### config.mk
export PLATFORM = sky130hd
export DESIGN_NAME = rest_sleep_tracker
export DESIGN_NICKNAME = d
export VERILOG_FILES = /design/src/design/rst_pkg.sv /design/src/design/rst_cfg_regs.sv /design/src/design/rst_core.sv /design/src/design/rest_sleep_tracker.sv
export SDC_FILE = /design/constraint.sdc
export NUM_CORES = 1
export LEC_CHECK = 0
export BUFFER_PORTS_ARGS = -buffer_cell sky130_fd_sc_hd__buf_2
export CORE_MARGIN = 8
export CORE_UTILIZATION = 50
export CTS_BUF_LIST = sky130_fd_sc_hd__clkbuf_4 sky130_fd_sc_hd__clkbuf_8
export CTS_CLUSTER_SIZE = 40
export DETAILED_ROUTE_END_ITERATION = 8
export PLACE_DENSITY_LB_ADDON = 0.05
export SKIP_LAST_GASP = 1
export SYNTH_ARGS = -nofsm -noshare
export SYNTH_HDL_FRONTEND = slang
export SYNTH_SLANG_ARGS = --single-unit
### constraint.sdc
create_clock -name clk -period 7.4 [get_ports clk]
set_clock_uncertainty 0.1 [all_clocks]
set_input_delay 1.11 -clock clk [delete_from_list [all_inputs] [get_ports clk]]
set_output_delay 1.11 -clock clk [all_outputs]
set_load 0.05 [all_outputs]
### src/design/rst_pkg.sv
// ----------------------------------------------------------------------------
// rst_pkg
// Shared types, register indexes and helpers of the rest/sleep tracker.
// ----------------------------------------------------------------------------
package rst_pkg;

	localparam int COUNT_BITS = 16;
	localparam int TOL_W      = 26;
	localparam int LIM_W      = 14;
	localparam int MEAS_W     = 31;
	localparam int DIFF_W     = 32;
	localparam int CFG_IDX_W  = 3;
	localparam int CFG_DATA_W = 26;
	localparam int CMP_W      = (COUNT_BITS > LIM_W) ? COUNT_BITS : LIM_W;

	typedef logic [COUNT_BITS-1:0] cnt_t;

	// register indexes
	localparam logic [CFG_IDX_W-1:0] REG_LIN_TOL    = 3'd0;
	localparam logic [CFG_IDX_W-1:0] REG_ANG_TOL    = 3'd1;
	localparam logic [CFG_IDX_W-1:0] REG_INT_TOL    = 3'd2;
	localparam logic [CFG_IDX_W-1:0] REG_STILL_LIM  = 3'd3;
	localparam logic [CFG_IDX_W-1:0] REG_SLEEP_LIM  = 3'd4;

	// reset values
	localparam logic [TOL_W-1:0] LIN_TOL_RST   = 26'd328;
	localparam logic [TOL_W-1:0] ANG_TOL_RST   = 26'd655;
	localparam logic [TOL_W-1:0] INT_TOL_RST   = 26'd13107;
	localparam logic [LIM_W-1:0] STILL_LIM_RST = 14'd15;
	localparam logic [LIM_W-1:0] SLEEP_LIM_RST = 14'd20;

	// commands
	localparam logic [1:0] CMD_TICK  = 2'd0;
	localparam logic [1:0] CMD_WAKE  = 2'd1;
	localparam logic [1:0] CMD_RESET = 2'd2;
	localparam logic [1:0] CMD_BLOCK = 2'd3;

	// body modes
	localparam logic [1:0] MODE_AWAKE  = 2'd0;
	localparam logic [1:0] MODE_ASLEEP = 2'd1;
	localparam logic [1:0] MODE_DONE   = 2'd2;

	typedef struct packed {
		logic [TOL_W-1:0] lin_tol;
		logic [TOL_W-1:0] ang_tol;
		logic [TOL_W-1:0] int_tol;
		logic [LIM_W-1:0] still_lim;
		logic [LIM_W-1:0] sleep_lim;
	} cfg_t;

	function automatic cnt_t sat_inc(input cnt_t v);
		return (v == {COUNT_BITS{1'b1}}) ? v : v + cnt_t'(1);
	endfunction

endpackage

### src/design/rst_cfg_regs.sv
// ----------------------------------------------------------------------------
// rst_cfg_regs
// Tolerance and limit registers, written through the configuration port.
// ----------------------------------------------------------------------------
module rst_cfg_regs (
	input  logic                            clk,
	input  logic                            arst_n,
	input  logic                            wr_en,
	input  logic [rst_pkg::CFG_IDX_W-1:0]  wr_index,
	input  logic [rst_pkg::CFG_DATA_W-1:0] wr_data,
	output rst_pkg::cfg_t                   cfg
);

	rst_pkg::cfg_t cfg_q;

	always_ff @(posedge clk or negedge arst_n) begin
		if (!arst_n) begin
			cfg_q.lin_tol   <= rst_pkg::LIN_TOL_RST;
			cfg_q.ang_tol   <= rst_pkg::ANG_TOL_RST;
			cfg_q.int_tol   <= rst_pkg::INT_TOL_RST;
			cfg_q.still_lim <= rst_pkg::STILL_LIM_RST;
			cfg_q.sleep_lim <= rst_pkg::SLEEP_LIM_RST;
		end else if (wr_en) begin
			case (wr_index)
				rst_pkg::REG_LIN_TOL:   cfg_q.lin_tol   <= wr_data;
				rst_pkg::REG_ANG_TOL:   cfg_q.ang_tol   <= wr_data;
				rst_pkg::REG_INT_TOL:   cfg_q.int_tol   <= wr_data;
				rst_pkg::REG_STILL_LIM: cfg_q.still_lim <= wr_data[rst_pkg::LIM_W-1:0];
				rst_pkg::REG_SLEEP_LIM: cfg_q.sleep_lim <= wr_data[rst_pkg::LIM_W-1:0];
				default: ;
			endcase
		end
	end

	assign cfg = cfg_q;

endmodule

### src/design/rst_core.sv
// ----------------------------------------------------------------------------
// rst_core
// Input register, body state update and result register.
// ----------------------------------------------------------------------------
module rst_core (
	input  logic                         clk,
	input  logic                         arst_n,
	input  rst_pkg::cfg_t                cfg,
	input  logic                         in_valid,
	output logic                         in_ready,
	input  logic [1:0]                   mode,
	input  logic [rst_pkg::MEAS_W-1:0]   ang_speed_sq,
	input  logic [rst_pkg::MEAS_W-1:0]   lin_speed_sq,
	input  logic signed [rst_pkg::DIFF_W-1:0] ang_next_diff,
	input  logic signed [rst_pkg::DIFF_W-1:0] lin_next_diff,
	input  logic [rst_pkg::MEAS_W-1:0]   internal_motion,
	input  logic [rst_pkg::LIM_W-1:0]    blocked_updates,
	output logic                         out_valid,
	input  logic                         out_ready,
	output logic [1:0]                   sleep_mode,
	output logic                         nearly_still,
	output logic [15:0]                  still_count,
	output logic [15:0]                  sleep_count
);

	localparam int MW = rst_pkg::MEAS_W;
	localparam int CW = rst_pkg::CMP_W;
	localparam int LW = rst_pkg::LIM_W;

	// input stage
	logic                     valid_s1;
	logic [1:0]               mode_s1;
	logic [MW-1:0]            ang_s1, lin_s1, int_s1;
	logic [rst_pkg::DIFF_W-1:0] angd_s1, lind_s1;
	logic [LW-1:0]            blk_s1;

	// body state
	logic [1:0]      body_mode_q;
	rst_pkg::cnt_t   motionless_q, asleep_q;

	// result stage
	logic            out_valid_q;
	logic [1:0]      mode_s2;
	logic            still_s2;
	rst_pkg::cnt_t   motionless_s2, asleep_s2;

	logic advance, take;
	assign advance  = valid_s1 && (!out_valid_q || out_ready);
	assign in_ready = !valid_s1 || advance;
	assign take     = in_valid && in_ready;

	always_ff @(posedge clk or negedge arst_n) begin
		if (!arst_n) begin
			valid_s1 <= 1'b0;
		end else if (take) begin
			valid_s1 <= 1'b1;
		end else if (advance) begin
			valid_s1 <= 1'b0;
		end
	end

	always_ff @(posedge clk) begin
		if (take) begin
			mode_s1 <= mode;
			ang_s1  <= ang_speed_sq;
			lin_s1  <= lin_speed_sq;
			angd_s1 <= ang_next_diff;
			lind_s1 <= lin_next_diff;
			int_s1  <= internal_motion;
			blk_s1  <= blocked_updates;
		end
	end

	// still test; a negative difference always passes
	logic ok;
	always_comb begin
		ok = (ang_s1 <= MW'(cfg.ang_tol))
			&& (lin_s1 <= MW'(cfg.lin_tol))
			&& (angd_s1[rst_pkg::DIFF_W-1] || (angd_s1[MW-1:0] <= MW'(cfg.ang_tol)))
			&& (lind_s1[rst_pkg::DIFF_W-1] || (lind_s1[MW-1:0] <= MW'(cfg.lin_tol)))
			&& (int_s1 <= MW'(cfg.int_tol));
	end

	logic [1:0]    nx_mode;
	rst_pkg::cnt_t nx_motionless, nx_asleep;
	logic          nx_still;
	logic [LW:0]   tgt_raw;
	logic [LW-1:0] tgt;

	always_comb begin
		nx_mode       = body_mode_q;
		nx_motionless = motionless_q;
		nx_asleep     = asleep_q;
		nx_still      = 1'b0;
		tgt_raw       = {1'b0, cfg.sleep_lim} - {1'b0, blk_s1} - (LW+1)'(1);
		tgt           = tgt_raw[LW] ? '0 : tgt_raw[LW-1:0];
		case (mode_s1)
			rst_pkg::CMD_TICK: begin
				if (ok) begin
					nx_still = 1'b1;
					if (body_mode_q == rst_pkg::MODE_AWAKE) begin
						nx_motionless = rst_pkg::sat_inc(motionless_q);
						if (CW'(nx_motionless) >= CW'(cfg.still_lim))
							nx_mode = rst_pkg::MODE_ASLEEP;
					end
					// falls straight into asleep counting on the tick that sleeps
					if (nx_mode != rst_pkg::MODE_AWAKE) begin
						nx_asleep = rst_pkg::sat_inc(asleep_q);
						if (CW'(nx_asleep) >= CW'(cfg.sleep_lim))
							nx_mode = rst_pkg::MODE_DONE;
					end
				end else if (body_mode_q == rst_pkg::MODE_AWAKE) begin
					nx_motionless = '0;
					nx_asleep     = '0;
				end else begin
					nx_mode = rst_pkg::MODE_AWAKE;
				end
			end
			rst_pkg::CMD_WAKE: begin
				nx_mode = rst_pkg::MODE_AWAKE;
			end
			rst_pkg::CMD_RESET: begin
				nx_mode       = rst_pkg::MODE_AWAKE;
				nx_motionless = '0;
				nx_asleep     = '0;
			end
			rst_pkg::CMD_BLOCK: begin
				if (body_mode_q != rst_pkg::MODE_AWAKE) begin
					if (CW'(tgt) < CW'(asleep_q))
						nx_asleep = rst_pkg::cnt_t'(tgt);
					nx_mode = rst_pkg::MODE_ASLEEP;
				end
			end
			default: ;
		endcase
	end

	always_ff @(posedge clk or negedge arst_n) begin
		if (!arst_n) begin
			body_mode_q  <= rst_pkg::MODE_AWAKE;
			motionless_q <= '0;
			asleep_q     <= '0;
		end else if (advance) begin
			body_mode_q  <= nx_mode;
			motionless_q <= nx_motionless;
			asleep_q     <= nx_asleep;
		end
	end

	always_ff @(posedge clk or negedge arst_n) begin
		if (!arst_n) begin
			out_valid_q <= 1'b0;
		end else if (advance) begin
			out_valid_q <= 1'b1;
		end else if (out_ready) begin
			out_valid_q <= 1'b0;
		end
	end

	always_ff @(posedge clk) begin
		if (advance) begin
			mode_s2       <= nx_mode;
			still_s2      <= nx_still;
			motionless_s2 <= nx_motionless;
			asleep_s2     <= nx_asleep;
		end
	end

	assign out_valid    = out_valid_q;
	assign sleep_mode   = mode_s2;
	assign nearly_still = still_s2;
	assign still_count  = 16'(motionless_s2);
	assign sleep_count  = 16'(asleep_s2);

	// state only moves when a beat leaves the input stage
	a_state_hold: assert property (@(posedge clk) disable iff (!arst_n)
		!advance |=> $stable(body_mode_q) && $stable(motionless_q) && $stable(asleep_q))
		else $error("body state changed without a beat");

	a_reset_cmd: assert property (@(posedge clk) disable iff (!arst_n)
		advance && mode_s1 == rst_pkg::CMD_RESET |=>
			motionless_q == '0 && asleep_q == '0 && body_mode_q == rst_pkg::MODE_AWAKE)
		else $error("reset command left state behind");

	a_still_tick_only: assert property (@(posedge clk) disable iff (!arst_n)
		advance && mode_s1 != rst_pkg::CMD_TICK |=> !still_s2)
		else $error("nearly_still set on a non-tick command");

	a_result_matches_state: assert property (@(posedge clk) disable iff (!arst_n)
		advance |=> mode_s2 == body_mode_q && motionless_s2 == motionless_q
			&& asleep_s2 == asleep_q)
		else $error("result register out of step with body state");

	a_ready_when_empty: assert property (@(posedge clk) disable iff (!arst_n)
		!out_valid_q |-> in_ready)
		else $error("input stalled while result stage empty");

endmodule

### src/design/rest_sleep_tracker.sv
// An accepted beat waits in the input register, then moves into the result
// register with the body state update; a full, unread result register stalls it.
// Throughput: one beat per cycle while the receiver takes results, set by the single
// state update between the input register and the result register.
// Reset: arst_n clears body mode to awake, both counters to zero and loads
// the tolerance and limit registers with their defaults.
// ----------------------------------------------------------------------------
// rest_sleep_tracker
// Per-body rest detector: awake, asleep and done sleeping, with tick counters.
// ----------------------------------------------------------------------------
module rest_sleep_tracker (
	input  logic                             clk,
	input  logic                             arst_n,
	input  logic                             cfg_valid,
	output logic                             cfg_ready,
	input  logic [rst_pkg::CFG_IDX_W-1:0]   cfg_index,
	input  logic [rst_pkg::CFG_DATA_W-1:0]  cfg_data,
	input  logic                             in_valid,
	output logic                             in_ready,
	input  logic [1:0]                       mode,
	input  logic [30:0]                      ang_speed_sq,
	input  logic [30:0]                      lin_speed_sq,
	input  logic signed [31:0]               ang_next_diff,
	input  logic signed [31:0]               lin_next_diff,
	input  logic [30:0]                      internal_motion,
	input  logic [13:0]                      blocked_updates,
	output logic                             out_valid,
	input  logic                             out_ready,
	output logic [1:0]                       sleep_mode,
	output logic                             nearly_still,
	output logic [15:0]                      still_count,
	output logic [15:0]                      sleep_count
);

	rst_pkg::cfg_t cfg;

	assign cfg_ready = 1'b1;

	rst_cfg_regs u_cfg (
		.clk      (clk),
		.arst_n   (arst_n),
		.wr_en    (cfg_valid && cfg_ready),
		.wr_index (cfg_index),
		.wr_data  (cfg_data),
		.cfg      (cfg)
	);

	rst_core u_core (
		.clk             (clk),
		.arst_n          (arst_n),
		.cfg             (cfg),
		.in_valid        (in_valid),
		.in_ready        (in_ready),
		.mode            (mode),
		.ang_speed_sq    (ang_speed_sq),
		.lin_speed_sq    (lin_speed_sq),
		.ang_next_diff   (ang_next_diff),
		.lin_next_diff   (lin_next_diff),
		.internal_motion (internal_motion),
		.blocked_updates (blocked_updates),
		.out_valid       (out_valid),
		.out_ready       (out_ready),
		.sleep_mode      (sleep_mode),
		.nearly_still    (nearly_still),
		.still_count     (still_count),
		.sleep_count     (sleep_count)
	);

endmodule

# Word-level counts from Yosys, hierarchy flattened
# Index checks and enable logic that the tools add are counted.
# totals
reg_bits	350
input_bits	207
# classes
reduce_logical	25
n_eq_ne	9
n_addsub	4
mux	28
order_cmp	8
# op_table
cell	n
$mux 16	10
$le 31x26->1	5
$pmux 16 s3	1
$add 16x1->16 const B	2
$eq 16x16->1 const B	2
$ge 16x14->1	2
$pmux 16 s2	1
$mux 2	9
$lt 14x16->1	1
$sub 14x14->15	1
$sub 15x1->15 const B	1
$mux 14	1
$reduce_and 2->1	5
$reduce_bool 2->1	4
$eq 3x2->1 const B	2
$logic_and 1x1->1	6
$pmux 2 s3	1
$mux 1	5
$eq 2x2->1 const B	2
$logic_not 2->1	2
$logic_or 1x1->1	4
$eq 3x1->1 const B	1
$eq 3x3->1 const B	1
$logic_not 3->1	1
3 further kinds	4

# Depth between registers and ports, before layout
# logic_depth
word_depth	11
mapped_depth	22
ltp_nobuf	21

# Modules after synthesis
# A second synthesis with hierarchy kept.
# unflattened
cells_unflattened	1526
area_unflattened_um2	18401.4
# by_module_without_submodules
mod	instances	area_per_inst_um2	cells_per_inst
rst_core	1	14363.8	1296
rst_cfg_regs	1	4026.4	228
rest_sleep_tracker	1	11.3	2

# Worst setup path before layout
# Ideal clock, no wire load.
# synth_timing
path_kind	input port to flip-flop
from	in out_ready
to	reg u_core.ang_s1[0], enable pin
setup_time_ps	553
n_path_buf	0
stages	2
arrival_time_ps	5588
path_slack_ps	1158
t_required_ps	6747
path_cell_list	nand3b_1 > and2_1
# synth_via
elab_chain_len	4
# synth_lines
item	line_no	rtl
start, declared	rest_sleep_tracker.sv:28	input logic out_ready,
$logic_or 1x1->1	rst_core.sv:48	assign advance = valid_s1 && (!out_valid_q || out_ready);
$logic_and 1x1->1	rst_core.sv:48	
$logic_or 1x1->1	rst_core.sv:49	assign in_ready = !valid_s1 || advance;
$logic_and 1x1->1	rst_core.sv:50	assign take = in_valid && in_ready;
named net u_core.take	rst_core.sv:47	logic advance, take;
end signal, assigned	rst_core.sv:65	ang_s1 <= ang_speed_sq;
end, declared	rst_core.sv:33	logic [MW-1:0] ang_s1, lin_s1, int_s1;
# The timed path passes the listed nets, and every way through them passes these cells.
# A chain may end at the register's enable or synchronous reset.

# Final worst setup path
# layout_timing
from	reg u_cfg.cfg_q (netlist bit u_cfg.cfg[7])
to	reg u_core.asleep_s2[12], in the netlist u_core.sleep_count[12] (data pin)
# layout_via
elab_chain_len	7
# layout_lines
item	line_no	rtl
start, declared	rst_cfg_regs.sv:14	rst_pkg::cfg_t cfg_q;
$sub 14x14->15 *	rst_core.sv:95	tgt_raw = {1'b0, cfg.sleep_lim} - {1'b0, blk_s1} - (LW+1)'(1);
$sub 15x1->15 *	rst_core.sv:95	
$mux 14 *	rst_core.sv:96	tgt = tgt_raw[LW] ? '0 : tgt_raw[LW-1:0];
$lt 14x16->1	rst_core.sv:129	if (CW'(tgt) < CW'(asleep_q))
$mux 16 *	rst_core.sv:129	
$mux 16 *	rst_core.sv:128	if (body_mode_q != rst_pkg::MODE_AWAKE) begin
$pmux 16 s3 *	rst_core.sv:97	case (mode_s1)
named net u_core.nx_asleep[12]	rst_core.sv:85	rst_pkg::cnt_t nx_motionless, nx_asleep;
end signal, assigned	rst_core.sv:165	asleep_s2 <= nx_asleep;
end, declared	rst_core.sv:45	rst_pkg::cnt_t motionless_s2, asleep_s2;
# The timed path passes the listed nets; every way through them passes the cells marked *.

==> summary.txt <==
fmax: 176 MHz
effective utilization at floorplan: 50.5%
count of cells along the worst register-to-register path: 15
category of the worst setup path capture point: flop
CTS root buffer: clkbuf_8
Post-CTS Setup Repair Bufs: 0
initial antenna violation count: 6
Port Buffers: 243
Worst-path clk slew: 60 ps
Die Footprint: 43200 µm²
grt total ovfl: 0
quantity of gates resized following cts: 0
Int Power: 3.83 mW
clock tree from TritonCTS: done
Bufs on Longest Clock Path: 3
switching pwr: 1.62 mW
netlist area before placement: 18400 µm²
sequential element share of the synthesized area: 53.4%
top-level port count: 245
period utilization: 76.6%
power consumption: 5.46 mW
element type at the critical path start: flop
width of the chip: 208 µm
combined area of the multi-input logic cells: 7760 µm²
Worst Path Class, Setup: reg -> reg
launch point of the critical path: u_cfg.cfg[7]
setup slack of the worst register-to-register path: 1730 ps
pin count of the biggest net entering global routing: 174
Peak supply drop: 0.217 mV
actual slew at the worst max-slew pin: 1070 ps
number of hold violations in the final report: 0
relative max-transition margin: 28.4%
post-synthesis cell type count: 90
fillcell total: 3158
# hold bufs at CTS: 0
routed vias/inst: 5.59
Async SR Flop Fraction: 40.6%
crit-path max FO: 18
proportion of power drawn by flip-flops and latches: 43.9%
class of the most critical hold timing path: in -> async
synthesized netlist net count: 2055
critical register-to-register path startpoint: u_cfg.cfg[7]
count of flip-flops with a built-in enable after synthesis: 208
ratio of cells with drive above 1 in the final layout: 22.4%
first-pass GRT wire length: 79.3 mm
number of setup violations in the final report: 0
count of nets after finishing: 2315
placed cell count: 2326
DR vias: 13649
syn avg cell area: 11.1 µm²
aggregate global-route resource usage: 23.4%
RePlAce Congestion: 0.889
area delta synth->final: 16.2%
outcome: completed
critical path endpoint: u_core.sleep_count[12]
endpoint of the most critical register-to-register path: u_core.sleep_count[12]
final std cell area, no fill: 21400 µm²
DR pass1 iterations: 5
final count of pins violating max slew: 0
Data required, critical path: 7700 ps
highest-count cells in the layout ignoring fill and taps: 242 x buf_2, 208 x edfxtp_1, 187 x ha_1
TritonCTS Sinks: 350
power density of the placed cells: 255 nW/µm²
placed instance area: 20100 µm²
WHS: 357 ps
Warnings, synthesis: 0
clock latency on the worst-skew pair: 670 ps
share of total power in the clock network: 34.8%
minimum period implied by the final worst setup slack: 5670 ps
Leakage Power: 9.26 nW
area occupied by registers: 9830 µm²
Post-Syn Instances: 1660
fraction of power spent switching nets: 29.8%
count of placed standard cells in the final layout, fillers left out: 2443
Post-route DRC: 0
max-cap violations: 0
TritonCTS buffer count: 60
number of synthesized register bits: 350
WP data arrival: 5970 ps
flip-flop cell with the highest count after synthesis: edfxtp_1
H-Tree Depth: 2
wire length per cell: 20.8 µm
Routed Wire Length: 50.8 mm
die height: 208 µm
setup TNS after final layout: 0 ps
setup repair after global routing missed its margin: no
remaining antenna violation count: 0
vias in the first global route: 14286
most common library cell in the layout ignoring fill and taps: buf_2
core region area: 36400 µm²
initial detailed-routing violation count: 896
share of total power in combinational logic: 21.4%
row count: 70
half-perimeter wire length of the detailed placement result: 37.8 mm
per-layer routing:
layer	vias up	routed length [µm]	global-route usage, %
li1	6650	-	-
met1	6540	21800	28.8
met2	375	24900	40.4
met3	76	2760	4.86
met4	8	1330	8.13
met5	-	43	0
cell families (layout without fill, tap and decap cells):
group                      after synthesis  in the layout  share of synthesized area (%)
xor gates and xnor gates                30             30                           1.43
muxes                                   25             25                           1.52
and+or+nand+nor                        453            453                           12.1
adders and majority gates              188            188                           12.8
other                                    1              4                         0.0204
buffers and inverters                  208            520                           4.51
AOI/OAI and AO/OA                      405            405                           14.2
DFF                                    350            350                           53.4
stage by stage:
step	worst slack, ps	util [%]
detailed placement	1870	55.1
finish	1730	58.7
floorplan	1160	-
global route	1420	58.7
global placement	1960	55.1
CTS	1840	58.7
state kept, by name, summed over array words and instances (netlist names):
register,flops
u_core.body_mode_q,2
u_core.sleep_mode,2
u_core.angd_s1,32
u_core.asleep_q,16
u_core.lin_s1,31
u_core.out_valid,1
u_core.int_s1,31
u_core.mode_s1,2
u_core.blk_s1,14
u_core.lind_s1,32
u_cfg.cfg,106
u_core.nearly_still,1
u_core.sleep_count,16
u_core.valid_s1,1
u_core.still_count,16
u_core.ang_s1,31
u_core.motionless_q,16
worst max-delay path, stage by stage (launching register included):
cell and delay [ps]:
dfrtp_1 390, ha_1 360, a21o_1 210, a221o_1 350
a221oi_2 460, nor2_1 110, nor2_1 670, nor2_1 170
ha_1 340, a211oi_1 220, o21bai_1 100, a211oi_1 270
o41ai_1 200, nor3_4 700, mux2_2 410, a221o_1 350
layout make-up:
class / instances / share of cell area (%)
Inverter: 153 / 2.68
Clock buffer: 92 / 5.25
Multi-Input combinational cell: 1102 / 36.3
Sequential cell: 350 / 45.9
Antenna cell: 3 / 0.0351
Clock inverter: 22 / 0.953
Timing Repair Buffer: 253 / 6.12
Tap cell: 468 / 2.74
Yosys cell counts, types with 6 or more instances:
library cell,count,area [µm²]
o211ai_1,11,82.6
nor3_1,31,155
dfrtp_1,119,2980
nand2_1,172,646
nand3_1,53,265
nand3b_1,6,45.0
dfstp_2,23,604
and2_1,6,37.5
ha_1,187,2340
clkbuf_1,39,146
inv_1,151,567
nor2b_1,12,75.1
a221o_1,7,70.1
mux2_2,23,259
nand4_1,36,225
a211oi_1,16,120
buf_2,10,50.1
xor2_1,7,61.3
a22o_1,24,210
a21o_1,20,150
nand2b_1,10,62.6
a31oi_1,13,81.3
nor2_1,72,270
o21ai_0,139,696
and3_1,14,87.6
a21oi_1,92,460
nor4_1,13,81.3
xnor2_1,23,201
edfxtp_1,208,6250
how the worst min path moves through the flow:
stage	slack, ps	start	endpoint	cells past startpoint
final	360	arst_n	u_cfg.cfg[6]	1
after global routing	420	arst_n	u_cfg.cfg[11]	1
after CTS	380	arst_n	u_core.asleep_q[10]	1
after detailed placement	390	u_cfg.cfg[22]	u_cfg.cfg[22]	1
after global placement	390	u_cfg.cfg[21]	u_cfg.cfg[21]	1
after floorplan	360	u_core.valid_s1	u_core.out_valid	1
power groups by stage:
| stage | registers (mW) | logic, mW | clock network, mW |
|---|---|---|---|
| 2_1_floorplan | 2.46 | 0.764 | 0 |
| 4_1_cts | 2.40 | 1.17 | 1.95 |
| 3_5_place_dp | 2.43 | 1.16 | 0 |
| 5_1_grt | 2.42 | 1.33 | 2.03 |
| 3_3_place_gp | 2.43 | 1.13 | 0 |
| 6_report | 2.39 | 1.17 | 1.90 |
No activity file was read; power rests on OpenSTA's default activity.
